===== src/rtl/m4ma_pkg.sv =====
// ----------------------------------------------------------------------------
// m4ma_pkg
// Shared types and constants for the 4x4 fixed-point matrix multiply/add unit.
// ----------------------------------------------------------------------------
package m4ma_pkg;

    localparam int DATA_W    = 32;
    localparam int PROD_W    = 2 * DATA_W;
    localparam int CFG_IDX_W = 1;

    // Configuration register indexes
    localparam logic [CFG_IDX_W-1:0] REG_OPERATION = 1'b0;
    localparam logic [CFG_IDX_W-1:0] REG_SCALE     = 1'b1;

    localparam logic signed [DATA_W-1:0] SCALE_RESET = 32'sh0001_0000;

    typedef enum logic [1:0] {
        OP_MUL   = 2'd0,
        OP_ADD   = 2'd1,
        OP_SCALE = 2'd2,
        OP_MAC   = 2'd3
    } op_t;

    // What one term in the datapath does
    typedef enum logic [1:0] {
        K_MUL_RIGHT = 2'd0,
        K_MUL_SCALE = 2'd1,
        K_ADD_RIGHT = 2'd2,
        K_PASS_LEFT = 2'd3
    } term_kind_t;

    typedef struct packed {
        logic       issue;
        logic       first;
        logic       last;
        logic       final_elem;
        term_kind_t kind;
    } cmd_t;

    typedef struct packed {
        logic result_taken;
    } status_t;

endpackage


===== src/rtl/m4ma_ctrl.sv =====
// ----------------------------------------------------------------------------
// m4ma_ctrl
// Sequencer: counts loaded pairs, then walks the result elements and issues
// one term per cycle to the datapath, then waits until each result is taken.
// ----------------------------------------------------------------------------
module m4ma_ctrl #(
    parameter int DIM = 4
) (
    input  logic                              clk,
    input  logic                              rst_n,
    input  m4ma_pkg::op_t                     operation,
    input  logic                              in_accept,
    output logic                              load_ready,
    output logic [$clog2(DIM*DIM)-1:0]        wr_addr,
    output m4ma_pkg::cmd_t                    cmd,
    output logic [$clog2(DIM*DIM)-1:0]        l_addr,
    output logic [$clog2(DIM*DIM)-1:0]        r_addr,
    input  m4ma_pkg::status_t                 status
);
    import m4ma_pkg::*;

    localparam int ELEMS  = DIM * DIM;
    localparam int ADDR_W = $clog2(ELEMS);
    localparam int RC_W   = $clog2(DIM);
    localparam int K_W    = $clog2(DIM + 2);

    typedef enum logic [1:0] {
        ST_LOAD,
        ST_ISSUE,
        ST_WAIT
    } state_t;

    state_t            state_reg;
    logic [ADDR_W-1:0] load_cnt_reg;
    logic [RC_W-1:0]   row_reg;
    logic [RC_W-1:0]   col_reg;
    logic [K_W-1:0]    k_reg;
    cmd_t              cmd_reg;
    logic [ADDR_W-1:0] l_addr_reg;
    logic [ADDR_W-1:0] r_addr_reg;

    logic [K_W-1:0]    last_k;
    logic [ADDR_W-1:0] elem_addr;
    logic [ADDR_W-1:0] row_k_addr;
    logic [ADDR_W-1:0] k_col_addr;
    logic              final_elem;

    always_comb
    begin
        case (operation)
            OP_MUL:  last_k = K_W'(DIM - 1);
            OP_MAC:  last_k = K_W'(DIM);
            default: last_k = '0;
        endcase
    end

    assign elem_addr  = ADDR_W'(row_reg) * ADDR_W'(DIM) + ADDR_W'(col_reg);
    assign row_k_addr = ADDR_W'(row_reg) * ADDR_W'(DIM) + ADDR_W'(k_reg);
    assign k_col_addr = ADDR_W'(k_reg) * ADDR_W'(DIM) + ADDR_W'(col_reg);
    assign final_elem = (row_reg == RC_W'(DIM - 1)) && (col_reg == RC_W'(DIM - 1));

    always_ff @(posedge clk or negedge rst_n)
    begin
        if (!rst_n)
        begin
            state_reg    <= ST_LOAD;
            load_cnt_reg <= '0;
            row_reg      <= '0;
            col_reg      <= '0;
            k_reg        <= '0;
            cmd_reg      <= '0;
            l_addr_reg   <= '0;
            r_addr_reg   <= '0;
        end
        else
        begin
            case (state_reg)
                ST_LOAD:
                begin
                    cmd_reg.issue <= 1'b0;
                    if (in_accept)
                    begin
                        if (load_cnt_reg == ADDR_W'(ELEMS - 1))
                        begin
                            load_cnt_reg <= '0;
                            row_reg      <= '0;
                            col_reg      <= '0;
                            k_reg        <= '0;
                            state_reg    <= ST_ISSUE;
                        end
                        else
                        begin
                            load_cnt_reg <= load_cnt_reg + 1'b1;
                        end
                    end
                end
                ST_ISSUE:
                begin
                    cmd_reg.issue      <= 1'b1;
                    cmd_reg.first      <= (k_reg == '0);
                    cmd_reg.last       <= (k_reg == last_k);
                    cmd_reg.final_elem <= final_elem;
                    case (operation)
                        OP_ADD:
                        begin
                            cmd_reg.kind <= K_ADD_RIGHT;
                            l_addr_reg   <= elem_addr;
                            r_addr_reg   <= elem_addr;
                        end
                        OP_SCALE:
                        begin
                            cmd_reg.kind <= K_MUL_SCALE;
                            l_addr_reg   <= elem_addr;
                            r_addr_reg   <= elem_addr;
                        end
                        default:
                        begin
                            if (k_reg == K_W'(DIM))
                            begin
                                // fused mode: final term adds the left element
                                cmd_reg.kind <= K_PASS_LEFT;
                                l_addr_reg   <= elem_addr;
                                r_addr_reg   <= elem_addr;
                            end
                            else
                            begin
                                cmd_reg.kind <= K_MUL_RIGHT;
                                l_addr_reg   <= row_k_addr;
                                r_addr_reg   <= k_col_addr;
                            end
                        end
                    endcase
                    if (k_reg == last_k)
                    begin
                        k_reg     <= '0;
                        state_reg <= ST_WAIT;
                    end
                    else
                    begin
                        k_reg <= k_reg + 1'b1;
                    end
                end
                ST_WAIT:
                begin
                    cmd_reg.issue <= 1'b0;
                    if (status.result_taken)
                    begin
                        if (final_elem)
                        begin
                            row_reg   <= '0;
                            col_reg   <= '0;
                            state_reg <= ST_LOAD;
                        end
                        else
                        begin
                            if (col_reg == RC_W'(DIM - 1))
                            begin
                                col_reg <= '0;
                                row_reg <= row_reg + 1'b1;
                            end
                            else
                            begin
                                col_reg <= col_reg + 1'b1;
                            end
                            state_reg <= ST_ISSUE;
                        end
                    end
                end
                default:
                begin
                    cmd_reg.issue <= 1'b0;
                    state_reg     <= ST_LOAD;
                end
            endcase
        end
    end

    assign load_ready = (state_reg == ST_LOAD);
    assign wr_addr    = load_cnt_reg;
    assign cmd        = cmd_reg;
    assign l_addr     = l_addr_reg;
    assign r_addr     = r_addr_reg;

    a_no_load_during_issue: assert property (@(posedge clk) disable iff (!rst_n)
        !(load_ready && cmd_reg.issue))
        else $error("term issued while loading");

    a_count_wraps: assert property (@(posedge clk) disable iff (!rst_n)
        $fell(load_ready) |-> (load_cnt_reg == '0))
        else $error("load count not cleared at end of load");

endmodule


===== src/rtl/m4ma_dp.sv =====
// ----------------------------------------------------------------------------
// m4ma_dp
// Datapath: operand stores, shared multiplier, wide accumulator, saturation
// and the output register.
// ----------------------------------------------------------------------------
module m4ma_dp #(
    parameter int DIM       = 4,
    parameter int FRAC_BITS = 16
) (
    input  logic                                     clk,
    input  logic                                     rst_n,
    input  logic                                     wr_en,
    input  logic [$clog2(DIM*DIM)-1:0]               wr_addr,
    input  logic signed [m4ma_pkg::DATA_W-1:0]       left_value,
    input  logic signed [m4ma_pkg::DATA_W-1:0]       right_value,
    input  m4ma_pkg::cmd_t                           cmd,
    input  logic [$clog2(DIM*DIM)-1:0]               l_addr,
    input  logic [$clog2(DIM*DIM)-1:0]               r_addr,
    input  logic signed [m4ma_pkg::DATA_W-1:0]       scale_factor,
    input  logic                                     out_ready,
    output logic                                     out_valid,
    output logic signed [m4ma_pkg::DATA_W-1:0]       result_value,
    output logic                                     last_element,
    output m4ma_pkg::status_t                        status
);
    import m4ma_pkg::*;

    localparam int ELEMS = DIM * DIM;
    localparam int ACC_W = PROD_W - FRAC_BITS + $clog2(DIM + 1) + 1;
    localparam logic signed [ACC_W-1:0] SAT_MAX =
        {{(ACC_W - DATA_W + 1){1'b0}}, {(DATA_W - 1){1'b1}}};
    localparam logic signed [ACC_W-1:0] SAT_MIN =
        {{(ACC_W - DATA_W + 1){1'b1}}, {(DATA_W - 1){1'b0}}};

    logic signed [DATA_W-1:0] left_mem  [ELEMS];
    logic signed [DATA_W-1:0] right_mem [ELEMS];

    cmd_t                     cmd_a_reg;
    cmd_t                     cmd_b_reg;
    logic signed [DATA_W-1:0] l_rd_reg;
    logic signed [DATA_W-1:0] r_rd_reg;
    logic signed [PROD_W-1:0] prod_reg;
    logic signed [ACC_W-1:0]  acc_reg;
    logic                     out_valid_reg;
    logic signed [DATA_W-1:0] result_reg;
    logic                     last_reg;

    logic signed [DATA_W-1:0] b_op;
    logic signed [PROD_W-1:0] mul_full;
    logic signed [PROD_W-1:0] sum_ext;
    logic signed [PROD_W-1:0] shifted;
    logic signed [PROD_W-1:0] term;
    logic signed [ACC_W-1:0]  acc_next;
    logic signed [DATA_W-1:0] sat_val;

    // Operand stores
    always_ff @(posedge clk)
    begin
        if (wr_en)
        begin
            left_mem[wr_addr]  <= left_value;
            right_mem[wr_addr] <= right_value;
        end
        if (cmd.issue)
        begin
            l_rd_reg <= left_mem[l_addr];
            r_rd_reg <= right_mem[r_addr];
        end
    end

    assign b_op     = (cmd_a_reg.kind == K_MUL_SCALE) ? scale_factor : r_rd_reg;
    assign mul_full = l_rd_reg * b_op;
    assign sum_ext  = PROD_W'(l_rd_reg) +
                      ((cmd_a_reg.kind == K_ADD_RIGHT) ? PROD_W'(r_rd_reg) : '0);

    always_ff @(posedge clk)
    begin
        if (cmd_a_reg.issue)
        begin
            if (cmd_a_reg.kind == K_MUL_RIGHT || cmd_a_reg.kind == K_MUL_SCALE)
                prod_reg <= mul_full;
            else
                prod_reg <= sum_ext;
        end
    end

    // Arithmetic shift floors toward minus infinity
    assign shifted  = prod_reg >>> FRAC_BITS;
    assign term     = (cmd_b_reg.kind == K_MUL_RIGHT || cmd_b_reg.kind == K_MUL_SCALE)
                      ? shifted : prod_reg;
    assign acc_next = (cmd_b_reg.first ? '0 : acc_reg) + $signed(term[ACC_W-1:0]);

    always_comb
    begin
        if (acc_next > SAT_MAX)
            sat_val = SAT_MAX[DATA_W-1:0];
        else if (acc_next < SAT_MIN)
            sat_val = SAT_MIN[DATA_W-1:0];
        else
            sat_val = acc_next[DATA_W-1:0];
    end

    always_ff @(posedge clk)
    begin
        if (cmd_b_reg.issue)
        begin
            acc_reg <= acc_next;
            if (cmd_b_reg.last)
            begin
                result_reg <= sat_val;
                last_reg   <= cmd_b_reg.final_elem;
            end
        end
    end

    always_ff @(posedge clk or negedge rst_n)
    begin
        if (!rst_n)
        begin
            cmd_a_reg     <= '0;
            cmd_b_reg     <= '0;
            out_valid_reg <= 1'b0;
        end
        else
        begin
            cmd_a_reg <= cmd;
            cmd_b_reg <= cmd_a_reg;
            if (cmd_b_reg.issue && cmd_b_reg.last)
                out_valid_reg <= 1'b1;
            else if (out_ready)
                out_valid_reg <= 1'b0;
        end
    end

    assign out_valid           = out_valid_reg;
    assign result_value        = result_reg;
    assign last_element        = last_reg;
    assign status.result_taken = out_valid_reg && out_ready;

    a_no_overwrite: assert property (@(posedge clk) disable iff (!rst_n)
        (cmd_b_reg.issue && cmd_b_reg.last) |-> !out_valid_reg)
        else $error("result overwritten before it was taken");

    a_element_order: assert property (@(posedge clk) disable iff (!rst_n)
        (cmd_a_reg.issue && cmd_a_reg.first) |-> (!cmd_b_reg.issue || cmd_b_reg.last))
        else $error("new element started before previous one finished");

endmodule


===== src/rtl/matrix4_multiply_add_unit.sv =====
// ----------------------------------------------------------------------------
// matrix4_multiply_add_unit
// Signed fixed-point DIM x DIM matrix multiply / add / scale / multiply-add.
// ----------------------------------------------------------------------------
// Usage:
//   Input channel (in_valid/in_ready): send DIM*DIM element pairs of the left
//   and right matrices in row-major order, one request per pair. in_ready is
//   high only while loading; a pair that is not the last one yields no result.
//   Output channel (out_valid/out_ready): after the last pair the unit emits
//   DIM*DIM result elements in row-major order, last_element marking the
//   final one. Results are signed Q(32-FRAC_BITS).FRAC_BITS, saturated.
//   Configuration channel (cfg_valid/cfg_ready, always ready): index 0 is the
//   operation (multiply, add, scale left, multiply then add left), index 1
//   the scale factor. Write it only while no run is in progress.
// Flow:
//   in_ready stays high for the whole load, so pairs can arrive back to back.
//   Each result element is then summed from its terms (DIM in multiply mode,
//   DIM+1 in fused mode, one in add and scale modes), issued back to back
//   through three pipeline stages (operand read, shared multiplier,
//   accumulator) into the output register. The next element starts only
//   once the result is taken, so elements never overlap in the pipeline.
// Reset clears the sequencer, load count, pipeline control and output valid, and
//   sets operation to multiply and scale factor to 1.0; the operand stores are
//   not cleared. When out_ready is low the result holds and the sequencer waits.
// ----------------------------------------------------------------------------
module matrix4_multiply_add_unit #(
    parameter int DIM       = 4,
    parameter int FRAC_BITS = 16
) (
    input  logic                                     clk,
    input  logic                                     rst_n,
    input  logic                                     in_valid,
    output logic                                     in_ready,
    input  logic signed [m4ma_pkg::DATA_W-1:0]       left_value,
    input  logic signed [m4ma_pkg::DATA_W-1:0]       right_value,
    output logic                                     out_valid,
    input  logic                                     out_ready,
    output logic signed [m4ma_pkg::DATA_W-1:0]       result_value,
    output logic                                     last_element,
    input  logic                                     cfg_valid,
    output logic                                     cfg_ready,
    input  logic [m4ma_pkg::CFG_IDX_W-1:0]           cfg_index,
    input  logic [m4ma_pkg::DATA_W-1:0]              cfg_data
);
    import m4ma_pkg::*;

    localparam int ADDR_W = $clog2(DIM * DIM);

    op_t                      operation_reg;
    logic signed [DATA_W-1:0] scale_reg;

    logic                     in_accept;
    logic [ADDR_W-1:0]        wr_addr;
    logic [ADDR_W-1:0]        l_addr;
    logic [ADDR_W-1:0]        r_addr;
    cmd_t                     cmd;
    status_t                  status;

    // Configuration registers: take a write every cycle it is offered
    assign cfg_ready = 1'b1;

    always_ff @(posedge clk or negedge rst_n)
    begin
        if (!rst_n)
        begin
            operation_reg <= OP_MUL;
            scale_reg     <= SCALE_RESET;
        end
        else if (cfg_valid)
        begin
            case (cfg_index)
                REG_OPERATION: operation_reg <= op_t'(cfg_data[1:0]);
                REG_SCALE:     scale_reg     <= $signed(cfg_data);
                default:       ;
            endcase
        end
    end

    // Accepted input pair: write the operand stores and advance the count
    assign in_accept = in_valid && in_ready;

    m4ma_ctrl #(
        .DIM (DIM)
    ) u_ctrl (
        .clk        (clk),
        .rst_n      (rst_n),
        .operation  (operation_reg),
        .in_accept  (in_accept),
        .load_ready (in_ready),
        .wr_addr    (wr_addr),
        .cmd        (cmd),
        .l_addr     (l_addr),
        .r_addr     (r_addr),
        .status     (status)
    );

    m4ma_dp #(
        .DIM       (DIM),
        .FRAC_BITS (FRAC_BITS)
    ) u_dp (
        .clk          (clk),
        .rst_n        (rst_n),
        .wr_en        (in_accept),
        .wr_addr      (wr_addr),
        .left_value   (left_value),
        .right_value  (right_value),
        .cmd          (cmd),
        .l_addr       (l_addr),
        .r_addr       (r_addr),
        .scale_factor (scale_reg),
        .out_ready    (out_ready),
        .out_valid    (out_valid),
        .result_value (result_value),
        .last_element (last_element),
        .status       (status)
    );

endmodule

===== config.mk =====
export PLATFORM = sky130hd
export DESIGN_NAME = matrix4_multiply_add_unit
export DESIGN_NICKNAME = d
export VERILOG_FILES = /design/src/rtl/m4ma_pkg.sv /design/src/rtl/m4ma_ctrl.sv /design/src/rtl/m4ma_dp.sv /design/src/rtl/matrix4_multiply_add_unit.sv
export SDC_FILE = /design/constraint.sdc
export NUM_CORES = 2
export LEC_CHECK = 0
export BUFFER_PORTS_ARGS = -buffer_cell sky130_fd_sc_hd__buf_2
export CAP_MARGIN = 40
export CORE_MARGIN = 10
export CORE_UTILIZATION = 65
export DETAILED_ROUTE_END_ITERATION = 6
export PLACE_DENSITY = 0.81
export SLEW_MARGIN = 10
export SYNTH_ARGS = -nofsm -noshare
export SYNTH_HDL_FRONTEND = slang
export SYNTH_SLANG_ARGS = --single-unit

===== constraint.sdc =====
create_clock -name clk -period 11.45 [get_ports clk]
set_clock_uncertainty 0.15 [all_clocks]
set_input_delay 3.435 -clock clk [delete_from_list [all_inputs] [get_ports clk]]
set_output_delay 3.435 -clock clk [all_outputs]
set_load 0.02 [all_outputs]

==> flow_summary.toml <==
[run_status]
status = "finished with violations"
violations = "DRC"

[die]
initial_core_util_pct = 65.6
die_h_um = 393
io_pins = 138
core_um2 = 138000
die_w_um = 393
row_count = 136
die_area_um2 = 154000

[setup_path]
cp_max_fo = 32
cpMostUsedCell = "fa_1"
critPathKind = "reg2reg"
crit_path_end_kind = "flop"
critPathMaxStageDelay_ps = 820
slowest_stage = "mux2_2"
crit_required_ps = 11840
critical_path_arrival_ps = 10960
critPathLaunchType = "flop"

[sta]
timing.final.crit_share_pct = 92.4
setup_violations = 0
slew_violations = 0
slew_headroom_pct = 32.7
worst_pin_slew_ps = 1010
rsz0062_at_grt = "false"
fin_crit_ps = 10570
hold_violations = 0
fmax_mhz = 94.6
finalSetupTns_ps = 0
setup_ws_ps = 875

[grt]
gr-usage-all-layers_pct = 35.4
grt_pass1_wl_um = 399000
grt_antenna_before_repair = 44
grt_pass1_vias = 61000
grt_max_degree = 78
overflow = 0

[cts]
cts_tree = "done"
ctsHoldBuffers = 0
cts_max_level = 3
cts_buffer_depth = 3
postCtsSetupBuffers = 0
root_buffer = "clkbuf_16"
cts.sinks = 1310
clk_pin_slew_worst_paths_ps = 70
worstSkewPairLatency_ps = 810
cts_buffers = 121
cts_resized = 0

[place]
dp_hpwl_um = 169000
place_congestion = 0.948
pre_cts_slack_ps = 1060
dpl_cell_area_um2 = 93600
io_buffers = 136

[detailed_routing]
totalWireLength_um = 268000
post_drt_wl_per_cell_um = 30.9
drt_iter0_markers = 6886
vias = 57300
route.detailed.drc = 14
viasPerCell = 6.62
antenna_left = 0
drt_first_pass_iters = 7

[logic_synthesis]
ys_types = 79
synth_edf_count = 1237
synth.cell_area_um2 = 90400
synth-main-ff-cell = "edfxtp_1"
synth_cells = 6689
yosysWarnings = 0
yosys_register_bits = 1310
synth_fp_nets = 8157
async_flop_share_pct = 5.57
postSynthAreaPerCell_um2 = 13.5
ys_seq_area_share_pct = 43.1

[layout]
final_area_um2 = 97900
area_delta_synth_final_pct = 8.22
final_layout_size_suffix_gt1_share_pct = 13.6
n_fill_cell = 8564
final_nets = 8212

[run]
maxCapViolCount = 0

[hold_path]
hold_path_class = "reg2reg"
synth_stat cells, types with 13 or more instances:
master,n,area (um^2)
mux4_2,320,7210
xnor2_1,82,718
a21o_1,99,743
o21ai_0,124,621
o31ai_1,14,105
o21ai_1,36,180
nand2_1,592,2220
fa_1,1086,21700
and2_1,322,2010
and3_1,36,225
xor2_1,57,499
mux2_2,107,1200
a21oi_1,145,726
nor2b_1,303,1900
mux2i_1,18,180
nand3_1,26,130
edfxtp_1,1237,37100
o21bai_1,14,105
nand2b_1,39,244
nand4_1,20,125
inv_1,1011,3790
clkbuf_1,286,1070
a31oi_1,24,150
nor3_1,24,120
dfrtp_1,72,1800
buf_1,35,131
a211oi_1,13,97.6
ha_1,280,3500
o21a_1,18,135
nor2_1,118,443
worst max-delay path, delay by kind of cell (launching register included):
kind / cells / cell delay [ps]
AOI/OAI and AO/OA: 7 / 2090
adders and majority gates: 9 / 4190
buffers and inverters: 6 / 580
DFF: 1 / 380
muxes: 1 / 820
and+or+nand+nor: 7 / 2100
final timing paths:
check	from	to	slack [ps]	cells past startpoint
max reg2reg	u_dp.cmd_a_reg[0]$_DFF_PN0_	u_dp.prod_reg[57]$_DFFE_PP_	880	30
max	u_dp.cmd_a_reg[0]$_DFF_PN0_	u_dp.prod_reg[57]$_DFFE_PP_	880	30
min in group asynchronous	rst_n	u_dp.cmd_b_reg[1]$_DFF_PN0_	2390	1
min	u_dp.cmd_a_reg[3]$_DFF_PN0_	u_dp.cmd_b_reg[3]$_DFF_PN0_	200	0
max in group asynchronous	rst_n	u_dp.cmd_a_reg[1]$_DFF_PN0_	7950	3
min reg2reg	u_dp.cmd_a_reg[3]$_DFF_PN0_	u_dp.cmd_b_reg[3]$_DFF_PN0_	200	0
through the flow:
stage	hold WS, ps	utilization (%)	cells
3_3_place_gp	182	67.5	8379
4_1_cts	200	70.8	8632
6_report	199	71.0	8666
3_5_place_dp	186	67.9	8406
2_1_floorplan	181	-	6689
5_1_grt	205	71.0	8647
metal layers:
layer,track usage [%],up-vias,part of all wire [%]
met1,43.5,28900,34
li1,-,22600,-
met5,0,-,0.14
met3,12.8,1129,14
met2,55.7,4640,47
met4,17.9,48,5.9
area by class of cell:
cell class / instances / area [um^2] / area share (%)
sequential: 1310 / 39000 / 39.8
clock buffer: 147 / 3180 / 3.24
antenna: 25 / 62.6 / 0.0639
multi-input combinational: 4039 / 46600 / 47.6
tap: 1794 / 2240 / 2.29
clock inverter: 79 / 807 / 0.825
inverter: 1012 / 3800 / 3.88
timing repair buffer: 260 / 2190 / 2.24
logic make-up after synthesis:
kind of cell               count (synthesis)  synth area share (%)
AOI/OAI and AO/OA                        565                  4.01
xor gates and xnor gates                 140                  1.36
adders and majority gates               1366                  27.9
buffers and inverters                   1340                  5.58
DFF                                     1310                  43.1
muxes                                    445                  9.50
other                                      1               0.00415
and+or+nand+nor                         1522                  8.54
cells in the final DEF (no fill, tap or decap), drive strengths merged, types with 26 or more instances in the layout:
| cell type | Yosys | layout |
|---|---|---|
| clkbuf | 286 | 147 |
| clkinv | 1 | 56 |
| a21oi | 145 | 145 |
| nor2b | 303 | 303 |
| buf | 42 | 260 |
| mux4 | 320 | 320 |
| nand3 | 26 | 26 |
| nand2 | 592 | 592 |
| xnor2 | 83 | 83 |
| nand2b | 39 | 39 |
| ha | 280 | 280 |
| nor2 | 118 | 118 |
| dfrtp | 72 | 72 |
| mux2 | 107 | 107 |
| xor2 | 57 | 57 |
| edfxtp | 1237 | 1237 |
| and2 | 322 | 322 |
| inv | 1011 | 1018 |
| fa | 1086 | 1086 |
| and3 | 36 | 36 |
| a21o | 99 | 99 |
| o21ai | 160 | 160 |
Power is not shown: default switching activity piles up to over one toggle a cycle in this logic, so the estimate is an artifact.
